$ cat config.mk
export PLATFORM = sky130hd
export DESIGN_NAME = yuv_planar_frame_effects_top
export DESIGN_NICKNAME = d
export VERILOG_FILES = /design/src/hw/rtl/yuvfx_pkg.sv /design/src/hw/rtl/yuv_planar_frame_effects_top.sv /design/src/hw/rtl/yuvfx_cfg.sv /design/src/hw/rtl/yuvfx_pos.sv /design/src/hw/rtl/yuvfx_fx.sv
export SDC_FILE = /design/constraint.sdc
export NUM_CORES = 1
export LEC_CHECK = 0
export BUFFER_PORTS_ARGS = -buffer_cell sky130_fd_sc_hd__buf_2
export CORE_MARGIN = 5
export CORE_UTILIZATION = 45
export DETAILED_ROUTE_END_ITERATION = 6
export PLACE_DENSITY = 0.62
export SLEW_MARGIN = 15
export SYNTH_ARGS = -nofsm -noshare
export SYNTH_HDL_FRONTEND = slang
export SYNTH_SLANG_ARGS = --single-unit
export TNS_END_PERCENT = 50
$ cat constraint.sdc
create_clock -name aclk -period 6 [get_ports aclk]
set_input_delay 0.6 -clock aclk [delete_from_list [all_inputs] [get_ports aclk]]
set_output_delay 0.6 -clock aclk [all_outputs]
set_load 0.01 [all_outputs]
$ cat src/hw/rtl/yuvfx_pkg.sv
// ----------------------------------------------------------------------------
// YUV frame effects package
// Shared constants, register indexes, effect codes and interface structs.
// ----------------------------------------------------------------------------
package yuvfx_pkg;

    localparam int MAX_DIM_DEF = 4096;

    localparam int CFG_IDX_W  = 3;
    localparam int CFG_DATA_W = 13;
    localparam int DIM_RAW_W  = 13;
    localparam int GAIN_W     = 12;
    localparam int BORDER_W   = 13;
    localparam int SAMPLE_W   = 8;
    localparam int PLANE_W    = 2;

    localparam logic [CFG_IDX_W-1:0] REG_FRAME_WIDTH   = 3'd0;
    localparam logic [CFG_IDX_W-1:0] REG_FRAME_HEIGHT  = 3'd1;
    localparam logic [CFG_IDX_W-1:0] REG_CHROMA_FORMAT = 3'd2;
    localparam logic [CFG_IDX_W-1:0] REG_EFFECT_MODE   = 3'd3;
    localparam logic [CFG_IDX_W-1:0] REG_LUMA_GAIN     = 3'd4;
    localparam logic [CFG_IDX_W-1:0] REG_BORDER_WIDTH  = 3'd5;

    localparam logic [PLANE_W-1:0] PLANE_Y = 2'd0;
    localparam logic [PLANE_W-1:0] PLANE_U = 2'd1;
    localparam logic [PLANE_W-1:0] PLANE_V = 2'd2;

    localparam logic [SAMPLE_W-1:0] PIX_MID = 8'd128;
    localparam logic [SAMPLE_W-1:0] PIX_MAX = 8'd255;

    localparam int DIM_RESET = 256;
    localparam logic [GAIN_W-1:0]   GAIN_RESET   = 12'd256;
    localparam logic [BORDER_W-1:0] BORDER_RESET = 13'd20;

    typedef enum logic [1:0] {
        FX_PASS   = 2'd0,
        FX_GRAY   = 2'd1,
        FX_GAIN   = 2'd2,
        FX_BORDER = 2'd3
    } fx_mode_t;

    typedef struct packed {
        logic                chroma_444;
        fx_mode_t            effect_mode;
        logic [GAIN_W-1:0]   luma_gain;
        logic [BORDER_W-1:0] border_width;
    } fx_cfg_t;

    typedef struct packed {
        logic [PLANE_W-1:0] plane;
        logic               frame_end;
    } px_tag_t;

endpackage

$ cat src/hw/rtl/yuv_planar_frame_effects_top.sv
// ----------------------------------------------------------------------------
// YUV planar frame effects
// Per-byte effect processor for planar 4:2:0 / 4:4:4 YUV frame streams.
//
//   Channel  Direction  Ports                                    Width
//   s_       in         s_valid s_ready s_sample                 8
//   m_       out        m_valid m_ready m_pixel m_plane m_frame_end  8/2/1
//   cfg_     in         cfg_valid cfg_ready cfg_index cfg_wdata  3/13
//
// One transaction per clock in each direction while the result channel is
// not stalled. An accepted input transaction is registered in the input
// stage and then in the result register before it is valid on the result
// channel. Reset is synchronous, active low, and returns the position to
// the first Y byte with the registers at their defaults. A stalled result
// holds its register while the input stage still takes one more transaction.
// ----------------------------------------------------------------------------
module yuv_planar_frame_effects_top #(
    parameter int MAX_DIM = yuvfx_pkg::MAX_DIM_DEF
) (
    input  logic                             aclk,
    input  logic                             aresetn,
    input  logic                             cfg_valid,
    output logic                             cfg_ready,
    input  logic [yuvfx_pkg::CFG_IDX_W-1:0]  cfg_index,
    input  logic [yuvfx_pkg::CFG_DATA_W-1:0] cfg_wdata,
    input  logic                             s_valid,
    output logic                             s_ready,
    input  logic [yuvfx_pkg::SAMPLE_W-1:0]   s_sample,
    output logic                             m_valid,
    input  logic                             m_ready,
    output logic [yuvfx_pkg::SAMPLE_W-1:0]   m_pixel,
    output logic [yuvfx_pkg::PLANE_W-1:0]    m_plane,
    output logic                             m_frame_end
);

    localparam int DIM_W = $clog2(MAX_DIM + 1);
    localparam int CNT_W = $clog2(MAX_DIM);

    logic [DIM_W-1:0]               frame_w;
    logic [DIM_W-1:0]               frame_h;
    yuvfx_pkg::fx_cfg_t             fx_cfg;
    logic                           down_ready;
    logic                           s1_valid;
    logic [yuvfx_pkg::SAMPLE_W-1:0] s1_sample;
    logic [CNT_W-1:0]               s1_row;
    logic [CNT_W-1:0]               s1_col;
    yuvfx_pkg::px_tag_t             s1_tag;

    yuvfx_cfg #(.MAX_DIM(MAX_DIM)) u_cfg (
        .aclk      (aclk),
        .aresetn   (aresetn),
        .cfg_valid (cfg_valid),
        .cfg_ready (cfg_ready),
        .cfg_index (cfg_index),
        .cfg_wdata (cfg_wdata),
        .frame_w   (frame_w),
        .frame_h   (frame_h),
        .fx_cfg    (fx_cfg)
    );

    yuvfx_pos #(.MAX_DIM(MAX_DIM)) u_pos (
        .aclk       (aclk),
        .aresetn    (aresetn),
        .s_valid    (s_valid),
        .s_ready    (s_ready),
        .s_sample   (s_sample),
        .frame_w    (frame_w),
        .frame_h    (frame_h),
        .chroma_444 (fx_cfg.chroma_444),
        .down_ready (down_ready),
        .s1_valid   (s1_valid),
        .s1_sample  (s1_sample),
        .s1_row     (s1_row),
        .s1_col     (s1_col),
        .s1_tag     (s1_tag)
    );

    yuvfx_fx #(.MAX_DIM(MAX_DIM)) u_fx (
        .aclk        (aclk),
        .aresetn     (aresetn),
        .s1_valid    (s1_valid),
        .s1_sample   (s1_sample),
        .s1_row      (s1_row),
        .s1_col      (s1_col),
        .s1_tag      (s1_tag),
        .frame_w     (frame_w),
        .frame_h     (frame_h),
        .fx_cfg      (fx_cfg),
        .down_ready  (down_ready),
        .m_valid     (m_valid),
        .m_ready     (m_ready),
        .m_pixel     (m_pixel),
        .m_plane     (m_plane),
        .m_frame_end (m_frame_end)
    );

endmodule

$ cat src/hw/rtl/yuvfx_cfg.sv
// ----------------------------------------------------------------------------
// YUV frame effects configuration registers
// Holds the six control registers; frame dimensions are clamped on write.
// ----------------------------------------------------------------------------
module yuvfx_cfg #(
    parameter int MAX_DIM = yuvfx_pkg::MAX_DIM_DEF,
    localparam int DIM_W = $clog2(MAX_DIM + 1)
) (
    input  logic                             aclk,
    input  logic                             aresetn,
    input  logic                             cfg_valid,
    output logic                             cfg_ready,
    input  logic [yuvfx_pkg::CFG_IDX_W-1:0]  cfg_index,
    input  logic [yuvfx_pkg::CFG_DATA_W-1:0] cfg_wdata,
    output logic [DIM_W-1:0]                 frame_w,
    output logic [DIM_W-1:0]                 frame_h,
    output yuvfx_pkg::fx_cfg_t               fx_cfg
);

    localparam int CMP_W   = (DIM_W > yuvfx_pkg::DIM_RAW_W) ? DIM_W : yuvfx_pkg::DIM_RAW_W;
    localparam int DIM_RST = (yuvfx_pkg::DIM_RESET > MAX_DIM) ? MAX_DIM : yuvfx_pkg::DIM_RESET;

    logic [DIM_W-1:0]               frame_w_reg;
    logic [DIM_W-1:0]               frame_h_reg;
    logic                           chroma_reg;
    yuvfx_pkg::fx_mode_t            mode_reg;
    logic [yuvfx_pkg::GAIN_W-1:0]   gain_reg;
    logic [yuvfx_pkg::BORDER_W-1:0] border_reg;

    function automatic logic [DIM_W-1:0] clamp_dim(input logic [yuvfx_pkg::DIM_RAW_W-1:0] raw);
        logic [CMP_W-1:0] v;
        v = CMP_W'(raw);
        if (v < CMP_W'(2)) begin
            v = CMP_W'(2);
        end else if (v > CMP_W'(MAX_DIM)) begin
            v = CMP_W'(MAX_DIM);
        end
        return v[DIM_W-1:0];
    endfunction

    assign cfg_ready = 1'b1;

    always_ff @(posedge aclk) begin
        if (!aresetn) begin
            frame_w_reg <= DIM_W'(DIM_RST);
            frame_h_reg <= DIM_W'(DIM_RST);
            chroma_reg  <= 1'b0;
            mode_reg    <= yuvfx_pkg::FX_PASS;
            gain_reg    <= yuvfx_pkg::GAIN_RESET;
            border_reg  <= yuvfx_pkg::BORDER_RESET;
        end else if (cfg_valid && cfg_ready) begin
            case (cfg_index)
                yuvfx_pkg::REG_FRAME_WIDTH: begin
                    frame_w_reg <= clamp_dim(cfg_wdata[yuvfx_pkg::DIM_RAW_W-1:0]);
                end
                yuvfx_pkg::REG_FRAME_HEIGHT: begin
                    frame_h_reg <= clamp_dim(cfg_wdata[yuvfx_pkg::DIM_RAW_W-1:0]);
                end
                yuvfx_pkg::REG_CHROMA_FORMAT: begin
                    chroma_reg <= cfg_wdata[0];
                end
                yuvfx_pkg::REG_EFFECT_MODE: begin
                    mode_reg <= yuvfx_pkg::fx_mode_t'(cfg_wdata[1:0]);
                end
                yuvfx_pkg::REG_LUMA_GAIN: begin
                    gain_reg <= cfg_wdata[yuvfx_pkg::GAIN_W-1:0];
                end
                yuvfx_pkg::REG_BORDER_WIDTH: begin
                    border_reg <= cfg_wdata[yuvfx_pkg::BORDER_W-1:0];
                end
                default: begin
                end
            endcase
        end
    end

    assign frame_w             = frame_w_reg;
    assign frame_h             = frame_h_reg;
    assign fx_cfg.chroma_444   = chroma_reg;
    assign fx_cfg.effect_mode  = mode_reg;
    assign fx_cfg.luma_gain    = gain_reg;
    assign fx_cfg.border_width = border_reg;

endmodule

$ cat src/hw/rtl/yuvfx_pos.sv
// ----------------------------------------------------------------------------
// YUV frame effects position tracker
// Tracks plane, row and column, and registers each accepted byte with its tag.
// ----------------------------------------------------------------------------
module yuvfx_pos #(
    parameter int MAX_DIM = yuvfx_pkg::MAX_DIM_DEF,
    localparam int DIM_W = $clog2(MAX_DIM + 1),
    localparam int CNT_W = $clog2(MAX_DIM)
) (
    input  logic                           aclk,
    input  logic                           aresetn,
    input  logic                           s_valid,
    output logic                           s_ready,
    input  logic [yuvfx_pkg::SAMPLE_W-1:0] s_sample,
    input  logic [DIM_W-1:0]               frame_w,
    input  logic [DIM_W-1:0]               frame_h,
    input  logic                           chroma_444,
    input  logic                           down_ready,
    output logic                           s1_valid,
    output logic [yuvfx_pkg::SAMPLE_W-1:0] s1_sample,
    output logic [CNT_W-1:0]               s1_row,
    output logic [CNT_W-1:0]               s1_col,
    output yuvfx_pkg::px_tag_t             s1_tag
);

    logic [yuvfx_pkg::PLANE_W-1:0] plane_reg;
    logic [yuvfx_pkg::PLANE_W-1:0] plane_next;
    logic [CNT_W-1:0]              row_reg;
    logic [CNT_W-1:0]              row_next;
    logic [CNT_W-1:0]              col_reg;
    logic [CNT_W-1:0]              col_next;
    logic [yuvfx_pkg::PLANE_W-1:0] plane_cur;
    logic [DIM_W-1:0]              plane_w;
    logic [DIM_W-1:0]              plane_h;
    logic [CNT_W:0]                col_inc;
    logic [CNT_W:0]                row_inc;
    logic                          row_wrap;
    logic                          plane_wrap;
    logic                          last;
    logic                          accept;

    logic                           s1_valid_reg;
    logic [yuvfx_pkg::SAMPLE_W-1:0] s1_sample_reg;
    logic [CNT_W-1:0]               s1_row_reg;
    logic [CNT_W-1:0]               s1_col_reg;
    yuvfx_pkg::px_tag_t             s1_tag_reg;

    always_comb begin
        plane_cur = (plane_reg > yuvfx_pkg::PLANE_V) ? yuvfx_pkg::PLANE_Y : plane_reg;
        if (plane_cur != yuvfx_pkg::PLANE_Y && !chroma_444) begin
            plane_w = frame_w >> 1;
            plane_h = frame_h >> 1;
        end else begin
            plane_w = frame_w;
            plane_h = frame_h;
        end
        col_inc    = {1'b0, col_reg} + (CNT_W+1)'(1);
        row_inc    = {1'b0, row_reg} + (CNT_W+1)'(1);
        row_wrap   = col_inc >= (CNT_W+1)'(plane_w);
        plane_wrap = row_wrap && (row_inc >= (CNT_W+1)'(plane_h));
        last       = plane_wrap && (plane_cur == yuvfx_pkg::PLANE_V);

        col_next   = row_wrap ? '0 : col_inc[CNT_W-1:0];
        row_next   = row_reg;
        plane_next = plane_cur;
        if (row_wrap) begin
            row_next = plane_wrap ? '0 : row_inc[CNT_W-1:0];
        end
        if (plane_wrap) begin
            plane_next = last ? yuvfx_pkg::PLANE_Y : plane_cur + 2'd1;
        end
    end

    assign s_ready = !s1_valid_reg || down_ready;
    assign accept  = s_valid && s_ready;

    always_ff @(posedge aclk) begin
        if (!aresetn) begin
            plane_reg    <= yuvfx_pkg::PLANE_Y;
            row_reg      <= '0;
            col_reg      <= '0;
            s1_valid_reg <= 1'b0;
        end else begin
            if (accept) begin
                plane_reg    <= plane_next;
                row_reg      <= row_next;
                col_reg      <= col_next;
                s1_valid_reg <= 1'b1;
            end else if (down_ready) begin
                s1_valid_reg <= 1'b0;
            end
        end
    end

    always_ff @(posedge aclk) begin
        if (accept) begin
            s1_sample_reg        <= s_sample;
            s1_row_reg           <= row_reg;
            s1_col_reg           <= col_reg;
            s1_tag_reg.plane     <= plane_cur;
            s1_tag_reg.frame_end <= last;
        end
    end

    assign s1_valid  = s1_valid_reg;
    assign s1_sample = s1_sample_reg;
    assign s1_row    = s1_row_reg;
    assign s1_col    = s1_col_reg;
    assign s1_tag    = s1_tag_reg;

    a_plane_legal: assert property (@(posedge aclk) disable iff (!aresetn)
        plane_reg != 2'd3)
        else $error("plane counter left the Y/U/V range");

    a_last_restarts: assert property (@(posedge aclk) disable iff (!aresetn)
        accept && last |=> plane_reg == yuvfx_pkg::PLANE_Y && row_reg == '0 && col_reg == '0)
        else $error("frame end did not restart the position at the Y plane origin");

endmodule

$ cat src/hw/rtl/yuvfx_fx.sv
// ----------------------------------------------------------------------------
// YUV frame effects pixel unit
// Applies the selected effect to the staged byte and holds the result register.
// ----------------------------------------------------------------------------
module yuvfx_fx #(
    parameter int MAX_DIM = yuvfx_pkg::MAX_DIM_DEF,
    localparam int DIM_W = $clog2(MAX_DIM + 1),
    localparam int CNT_W = $clog2(MAX_DIM)
) (
    input  logic                           aclk,
    input  logic                           aresetn,
    input  logic                           s1_valid,
    input  logic [yuvfx_pkg::SAMPLE_W-1:0] s1_sample,
    input  logic [CNT_W-1:0]               s1_row,
    input  logic [CNT_W-1:0]               s1_col,
    input  yuvfx_pkg::px_tag_t             s1_tag,
    input  logic [DIM_W-1:0]               frame_w,
    input  logic [DIM_W-1:0]               frame_h,
    input  yuvfx_pkg::fx_cfg_t             fx_cfg,
    output logic                           down_ready,
    output logic                           m_valid,
    input  logic                           m_ready,
    output logic [yuvfx_pkg::SAMPLE_W-1:0] m_pixel,
    output logic [yuvfx_pkg::PLANE_W-1:0]  m_plane,
    output logic                           m_frame_end
);

    localparam int SW = ((DIM_W > yuvfx_pkg::BORDER_W) ? DIM_W : yuvfx_pkg::BORDER_W) + 2;
    localparam int PROD_W = yuvfx_pkg::SAMPLE_W + yuvfx_pkg::GAIN_W;

    logic signed [SW-1:0]           ii;
    logic signed [SW-1:0]           jj;
    logic signed [SW-1:0]           ww;
    logic signed [SW-1:0]           hh;
    logic signed [SW-1:0]           bb;
    logic signed [SW-1:0]           hbb;
    logic                           in_band;
    logic                           in_outer;
    logic [PROD_W-1:0]              prod;
    logic [yuvfx_pkg::GAIN_W-1:0]   scaled;
    logic [yuvfx_pkg::SAMPLE_W-1:0] gain_pix;
    logic [yuvfx_pkg::SAMPLE_W-1:0] border_pix;
    logic [yuvfx_pkg::SAMPLE_W-1:0] pixel_next;
    logic                           is_luma;
    logic                           load;

    logic                           m_valid_reg;
    logic [yuvfx_pkg::SAMPLE_W-1:0] m_pixel_reg;
    yuvfx_pkg::px_tag_t             m_tag_reg;

    always_comb begin
        ii  = $signed(SW'(s1_row));
        jj  = $signed(SW'(s1_col));
        ww  = $signed(SW'(frame_w));
        hh  = $signed(SW'(frame_h));
        bb  = $signed(SW'(fx_cfg.border_width));
        hbb = bb >>> 1;
        in_band  = (jj < bb) || (jj > ww - bb) || (ii < bb) || (ii > hh - bb);
        in_outer = (jj < hbb) || (jj > ww - hbb) || (ii < hbb) || (ii > hh - hbb);
        if (in_outer) begin
            border_pix = yuvfx_pkg::PIX_MID;
        end else if (in_band) begin
            border_pix = yuvfx_pkg::PIX_MAX;
        end else begin
            border_pix = s1_sample;
        end

        prod     = PROD_W'(s1_sample) * PROD_W'(fx_cfg.luma_gain);
        scaled   = prod[PROD_W-1:8];
        gain_pix = (|scaled[yuvfx_pkg::GAIN_W-1:8]) ? yuvfx_pkg::PIX_MAX : scaled[7:0];

        is_luma    = s1_tag.plane == yuvfx_pkg::PLANE_Y;
        pixel_next = s1_sample;
        case (fx_cfg.effect_mode)
            yuvfx_pkg::FX_PASS: begin
                pixel_next = s1_sample;
            end
            yuvfx_pkg::FX_GRAY: begin
                if (!is_luma) begin
                    pixel_next = yuvfx_pkg::PIX_MID;
                end
            end
            yuvfx_pkg::FX_GAIN: begin
                if (is_luma) begin
                    pixel_next = gain_pix;
                end
            end
            yuvfx_pkg::FX_BORDER: begin
                if (is_luma) begin
                    pixel_next = border_pix;
                end
            end
            default: begin
                pixel_next = s1_sample;
            end
        endcase
    end

    assign down_ready = !m_valid_reg || m_ready;
    assign load       = s1_valid && down_ready;

    always_ff @(posedge aclk) begin
        if (!aresetn) begin
            m_valid_reg <= 1'b0;
        end else if (load) begin
            m_valid_reg <= 1'b1;
        end else if (m_ready) begin
            m_valid_reg <= 1'b0;
        end
    end

    always_ff @(posedge aclk) begin
        if (load) begin
            m_pixel_reg <= pixel_next;
            m_tag_reg   <= s1_tag;
        end
    end

    assign m_valid     = m_valid_reg;
    assign m_pixel     = m_pixel_reg;
    assign m_plane     = m_tag_reg.plane;
    assign m_frame_end = m_tag_reg.frame_end;

    a_end_on_v: assert property (@(posedge aclk) disable iff (!aresetn)
        m_valid && m_frame_end |-> m_plane == yuvfx_pkg::PLANE_V)
        else $error("frame end flagged outside the V plane");

    a_gray_chroma: assert property (@(posedge aclk) disable iff (!aresetn)
        load && fx_cfg.effect_mode == yuvfx_pkg::FX_GRAY && !is_luma
        |=> m_pixel == yuvfx_pkg::PIX_MID)
        else $error("gray mode chroma byte is not mid level");

    a_pass_value: assert property (@(posedge aclk) disable iff (!aresetn)
        load && fx_cfg.effect_mode == yuvfx_pkg::FX_PASS |=> m_pixel == $past(s1_sample))
        else $error("pass mode altered the byte");

endmodule

== Yosys cells after proc, flatten, opt, wreduce, memory -nomap -nowiden ==
Index checks and enable logic that the tools add are counted.

* Flip-flop bits (word level): 128
* Bits of input ports: 29
* Logic and storage cells: 99

* Add/subtract/negate cells: 7
* Multipliers: 1
* $lt $le $gt $ge: 13
* Eq/ne operators: 9
* Multiplexer cells: 20
* Reduce and logical (&&, ||, !) cells: 30

{| class="wikitable"
|+ Operators with widths
! operator !! count
|-
| 13-bit by 15-bit > comparator with 1-bit output || 4
|-
| 13-bit two-way mux || 4
|-
| 8-bit two-way mux || 6
|-
| 8-bit case mux with 4 select lines || 1
|-
| 13-bit by 12-bit subtractor with 14-bit output || 2
|-
| 13-bit by 13-bit subtractor with 14-bit output || 2
|-
| 12-bit by 1-bit adder with 13-bit output (second input constant) || 2
|-
| 13-bit >= comparator || 2
|-
| 12-bit by 13-bit < comparator with 1-bit output || 2
|-
| 12-bit < comparator || 2
|-
| 12-bit two-way mux || 2
|-
| 8-bit by 12-bit multiplier with 20-bit output || 1
|-
| 2-bit AND reduction || 7
|-
| 13-bit > comparator (second input constant) || 1
|-
| 13-bit by 2-bit < comparator with 1-bit output (second input constant) || 1
|-
| 1-bit logical OR || 8
|-
| 2-bit equality test (second input constant) || 3
|-
| 3-bit by 2-bit equality test with 1-bit output (second input constant) || 2
|-
| 3-bit equality test (second input constant) || 2
|-
| 2-bit two-way mux || 3
|-
| 2-bit nonzero test || 3
|-
| 1-bit logical AND || 5
|-
| 2-bit zero test || 2
|-
| 1-bit two-way mux || 4
|-
| 7 further kinds || 9
|}

== Logic depth before layout (Yosys ltp) ==
* Depth in word-level cells: 10
* Gate-level depth with buffers: 21
* Gate-level depth less buffers: 21

== Cells and area by module ==
Synthesis repeated with hierarchy kept, for this count alone.

* Cell total of the unflattened synthesis: 1470
* Area, all modules: 13289.0 um^2

{| class="wikitable"
|+ By module, submodules not included
! module !! instances !! cells an instance !! area each (um^2) !! seq. area each (um^2)
|-
| yuvfx_fx || 1 || 909 || 7669.9 || 350.3
|-
| yuvfx_pos || 1 || 331 || 3482.1 || 1591.5
|-
| yuvfx_cfg || 1 || 230 || 2137.0 || 1081.0
|}

== Worst setup path after synthesis ==
No wires, ideal clock.

* Kind: register to register
* From: register u_pos.s1_sample_reg (netlist bit u_pos.s1_sample[7])
* To: register u_fx.m_pixel_reg (netlist bit u_fx.m_pixel[6]), data pin
* Setup time: 0.259 ns
* Arrival time: 4.874 ns
* Data required time: 5.741 ns
* Setup slack: 0.867 ns
* Cell stages (with the launch flop): 19
* Buffers on the path: 1
* Path through: edfxtp_1 > clkbuf_1 > and2_2 > fa_1 > fa_1 > fa_1 > inv_1 > fa_1 > inv_1 > ha_1 > a21o_1 > a21oi_2 > o211ai_4 > a32oi_1 > o21ai_1 > xor2_1 > nor4b_4 > a211o_1 > o31ai_1

* Cells in the longest elaborated chain, start to end: 5

{| class="wikitable"
|+ RTL lines
! what !! RTL line !! RTL
|-
| start, declared || yuvfx_pos.sv:43 || <nowiki>logic [yuvfx_pkg::SAMPLE_W-1:0] s1_sample_reg;</nowiki>
|-
| start signal, assigned || yuvfx_pos.sv:97 || <nowiki>s1_sample_reg <= s_sample;</nowiki>
|-
| 8-bit by 12-bit multiplier with 20-bit output * || yuvfx_fx.sv:68 || <nowiki>prod = PROD_W'(s1_sample) * PROD_W'(fx_cfg.luma_gain);</nowiki>
|-
| 4-bit OR reduction || yuvfx_fx.sv:70 || <nowiki>gain_pix = (|scaled[yuvfx_pkg::GAIN_W-1:8]) ? yuvfx_pkg::PIX_MAX : scaled[7:0];</nowiki>
|-
| 8-bit two-way mux * || yuvfx_fx.sv:70 ||
|-
| 8-bit two-way mux * || yuvfx_fx.sv:84 || <nowiki>if (is_luma) begin</nowiki>
|-
| 8-bit case mux with 4 select lines * || yuvfx_fx.sv:74 || <nowiki>case (fx_cfg.effect_mode)</nowiki>
|-
| net u_fx.pixel_next (one bit) || yuvfx_fx.sv:43 || <nowiki>logic [yuvfx_pkg::SAMPLE_W-1:0] pixel_next;</nowiki>
|-
| end signal, assigned || yuvfx_fx.sv:114 || <nowiki>m_pixel_reg <= pixel_next;</nowiki>
|-
| end, declared || yuvfx_fx.sv:48 || <nowiki>logic [yuvfx_pkg::SAMPLE_W-1:0] m_pixel_reg;</nowiki>
|}

Mark *: on every way through the listed nets, which the timed path passes. The rest lies on a longest branch.
A chain may end at the register's enable or synchronous reset.

== Final worst setup path ==
Same ends and word-level chain as after synthesis.

==> flow_summary.json <==
{
  "status": "finished, final reports clean",
  "start_kind": "flip-flop",
  "seq_area_frac_synth_pct": 22.8,
  "grt_remaining_overflow": 0,
  "port_buffers": 41,
  "dp.cells": 1897,
  "power_density_nw_per_um2": 182,
  "first_global_vias": 10726,
  "synth_top_family_by_area": "adder cells",
  "wirelength_um": 36200,
  "start_util_pct": 45.9,
  "drtIter0Drc": 753,
  "clock_latency_ps": 420,
  "worstSetupEndpointType": "flip-flop",
  "syn_inst": 1497,
  "reg2reg_from": "u_pos.s1_sample[7]",
  "drtPass1Iterations": 5,
  "rsz0062_at_grt": "no",
  "cts_made_buffers": 17,
  "setup_ws_ps": 266,
  "async_flop_share_pct": 0,
  "muxShareOfSynthArea_pct": 2.04,
  "mostFrequentLayoutCells": "ha_1 (209), nand2_1 (153), a21oi_1 (125)",
  "root_buffer": "clkbuf_16",
  "cts.path.max_buffers": 2,
  "maxSlewHeadroom_pct": 22.3,
  "drc_errors": 0,
  "stdcell_count": 1931,
  "syn_avg_cell_area_sq_um": 8.85,
  "grt_pass1_wl_um": 57800,
  "fin_crit_ps": 5730,
  "p_switching_uw": 807,
  "ys.flop_type": "dfxtp_1",
  "pwr-share-clk_pct": 41.6,
  "cap_viol_max_count": 0,
  "chipWidth_um": 182,
  "wl_per_cell_um": 18.8,
  "finClkSkew_ps": 15.4,
  "yosys.area_share.simple_pct": 19.3,
  "ff2ff_setup_slack_ps": 270,
  "rr_worst_depth": 17,
  "cts_resized": 0,
  "ir_drop_mv": 0.168,
  "power_mw": 2.65,
  "p_seq_share_pct": 36.8,
  "holdPathEnd": "u_pos.s1_sample[0]",
  "hold_viol": 0,
  "numClockSinks": 128,
  "finalSetupViolCount": 0,
  "crit_required_ps": 6160,
  "drive_above_1_share_pct": 7.96,
  "reg2reg_to": "u_fx.m_pixel[6]",
  "yosysUniqueCellTypes": 83,
  "postRouteAntennaNets": 0,
  "tns_ps": 0,
  "cts_tree": "built",
  "cp_max_fo": 14,
  "hold_path.class": "in2reg",
  "holdCritStartpoint": "s_sample[0]",
  "intPower_mw": 1.84,
  "fp.dieH_um": 182,
  "grt_max_degree": 52,
  "timing.fmax_mhz": 174,
  "p_leak_nw": 6.46,
  "avgViaCountPerCell": 5.76,
  "synthAdderAreaFrac_pct": 29.3,
  "place_congestion": 0.887,
  "tightest_slew_ps": 1160,
  "p_comb_share_pct": 21.6,
  "rows": 62,
  "ios": 43,
  "coreArea_sq_um": 28900,
  "dpl.hpwl_um": 28900,
  "hold_depth": 1,
  "dieArea_sq_um": 33000,
  "ys_ff_latch": 128,
  "synth_nets": 1798,
  "finalCritPeriodShare_pct": 95.6,
  "synthXorXnorAreaFrac_pct": 4.48,
  "switching_share_pct": 30.5,
  "synth_compound_area_share_pct": 17.7,
  "layout.nets": 1833,
  "dp_slack_ps": 280,
  "yosys_warnings": 0,
  "path_class": "reg2reg",
  "grt_usage_pct": 21.9,
  "critical_path_arrival_ps": 5900,
  "synth-edff-count": 46,
  "area_growth_pct": 9.40,
  "h-tree-depth": 4,
  "finalMaxSlewViolations": 0,
  "syn_area_sq_um": 13300,
  "vias": 11132,
  "final_common_cell": "ha_1",
  "antenna_found_initial": 4,
  "clk_pin_slew_ps": 60
}
## synthesized netlist by cell type, types with 3 or more instances
library cell,number,share of area [%]
clkbuf_1,32,0.91
fa_1,63,9.5
o21bai_1,9,0.51
nand2_1,153,4.3
mux2i_1,27,2.0
dfxtp_1,82,12
xnor2_1,32,2.1
and2_1,78,3.7
nor2_1,71,2.0
ha_1,209,20
inv_1,112,3.2
o2111ai_1,3,0.20
xor2_1,34,2.2
a2111oi_0,3,0.20
o21ai_0,61,2.3
nor3b_1,3,0.17
o21a_1,22,1.2
o31ai_1,4,0.23
a21oi_1,125,4.7
nand4_1,21,0.99
or3_1,7,0.33
o211ai_1,13,0.74
nand2b_1,20,0.94
o211a_1,7,0.53
a311oi_1,3,0.20
a21o_1,29,1.6
a211oi_1,12,0.68
nor2b_1,21,0.99
a21oi_2,3,0.20
a31oi_1,7,0.33
nor4_1,9,0.42
buf_4,3,0.17
and4_1,5,0.33
a32o_1,7,0.53
nor3_1,15,0.57
and3_1,15,0.71
nand3_1,51,1.9
and2_2,6,0.34
edfxtp_1,46,10
or2_2,8,0.38
o21ai_1,6,0.23
nand3b_1,8,0.45
## final cells by class
type | count | area, sq um
fill | 2739 | 14400
multi-input combinational | 1218 | 9650
sequential | 128 | 3020
clock buffer | 22 | 497
tap | 384 | 480
inverter | 114 | 428
timing repair buffer | 53 | 295
clock inverter | 10 | 118
antenna | 2 | 5.00
## worst max path at each step
stage	slack, ps	to	depth (start not counted)	start
final	270	u_fx.m_pixel[6]	17	u_pos.s1_sample[7]
after global routing	0.3	u_fx.m_pixel[0]	17	u_pos.s1_sample[7]
after CTS	260	u_fx.m_pixel[6]	17	u_pos.s1_sample[7]
after detailed placement	280	u_fx.m_pixel[6]	17	u_pos.s1_sample[7]
after global placement	440	u_fx.m_pixel[7]	17	u_pos.s1_sample[7]
after floorplan	870	u_fx.m_pixel[6]	18	u_pos.s1_sample[7]
## kinds of logic (layout without fill, tap and decap cells)
group,Yosys count,in the layout
flip-flops,128,128
AND/OR/NAND/NOR,500,500
AO/OA/AOI/OAI,351,351
multiplexers,27,27
XOR/XNOR,67,67
other,1,3
adder cells (fa/ha/maj),272,272
buffers and inverters,151,199
## critical path, cell delays in order (launching register included)
cell and delay [ps]:
edfxtp_1 570, and2_1 270, fa_1 510, fa_1 520, fa_1 540, inv_1 50
fa_1 520, inv_1 40, ha_1 380, a21oi_2 240, o21ai_0 170, a2bb2oi_1 210
o211ai_1 120, nor4_1 260, o311ai_1 210, nor4b_4 590, a211o_1 210, o31ai_1 70
## layer usage
layer	vias to the layer above	share of wire [%]	global-route usage [%]
li1	5424	-	-
met1	5310	45	29.0
met2	335	45	35.4
met3	59	6.3	4.80
met4	4	3.3	7.84
met5	-	0.052	0
## power groups by stage
stage / combinational [mW] / clock [mW] / sequential [mW]
after floorplan: 0.426 / 0 / 0.971
after global placement: 0.557 / 0 / 0.992
after detailed placement: 0.566 / 0 / 0.993
after CTS: 0.571 / 1.12 / 0.974
after global routing: 0.645 / 1.16 / 0.978
final: 0.571 / 1.10 / 0.974
## metrics by stage
stage	instance area (sq um)	hold slack [ps]	utilization, %
2_1_floorplan	13300	400	-
6_report	14500	363	50.2
5_1_grt	14500	345	50.2
3_3_place_gp	13900	442	48.1
4_1_cts	14500	347	50.2
3_5_place_dp	13900	446	48.1
## what timing repair did
item | in CTS | in global routing
hold buffers | 0 | 0
setup endpoints to repair | 0 | 7
endpoints found under the hold margin | 0 | 0
setup buffers | 0 | 0
No activity file was read; power rests on OpenSTA's default activity.
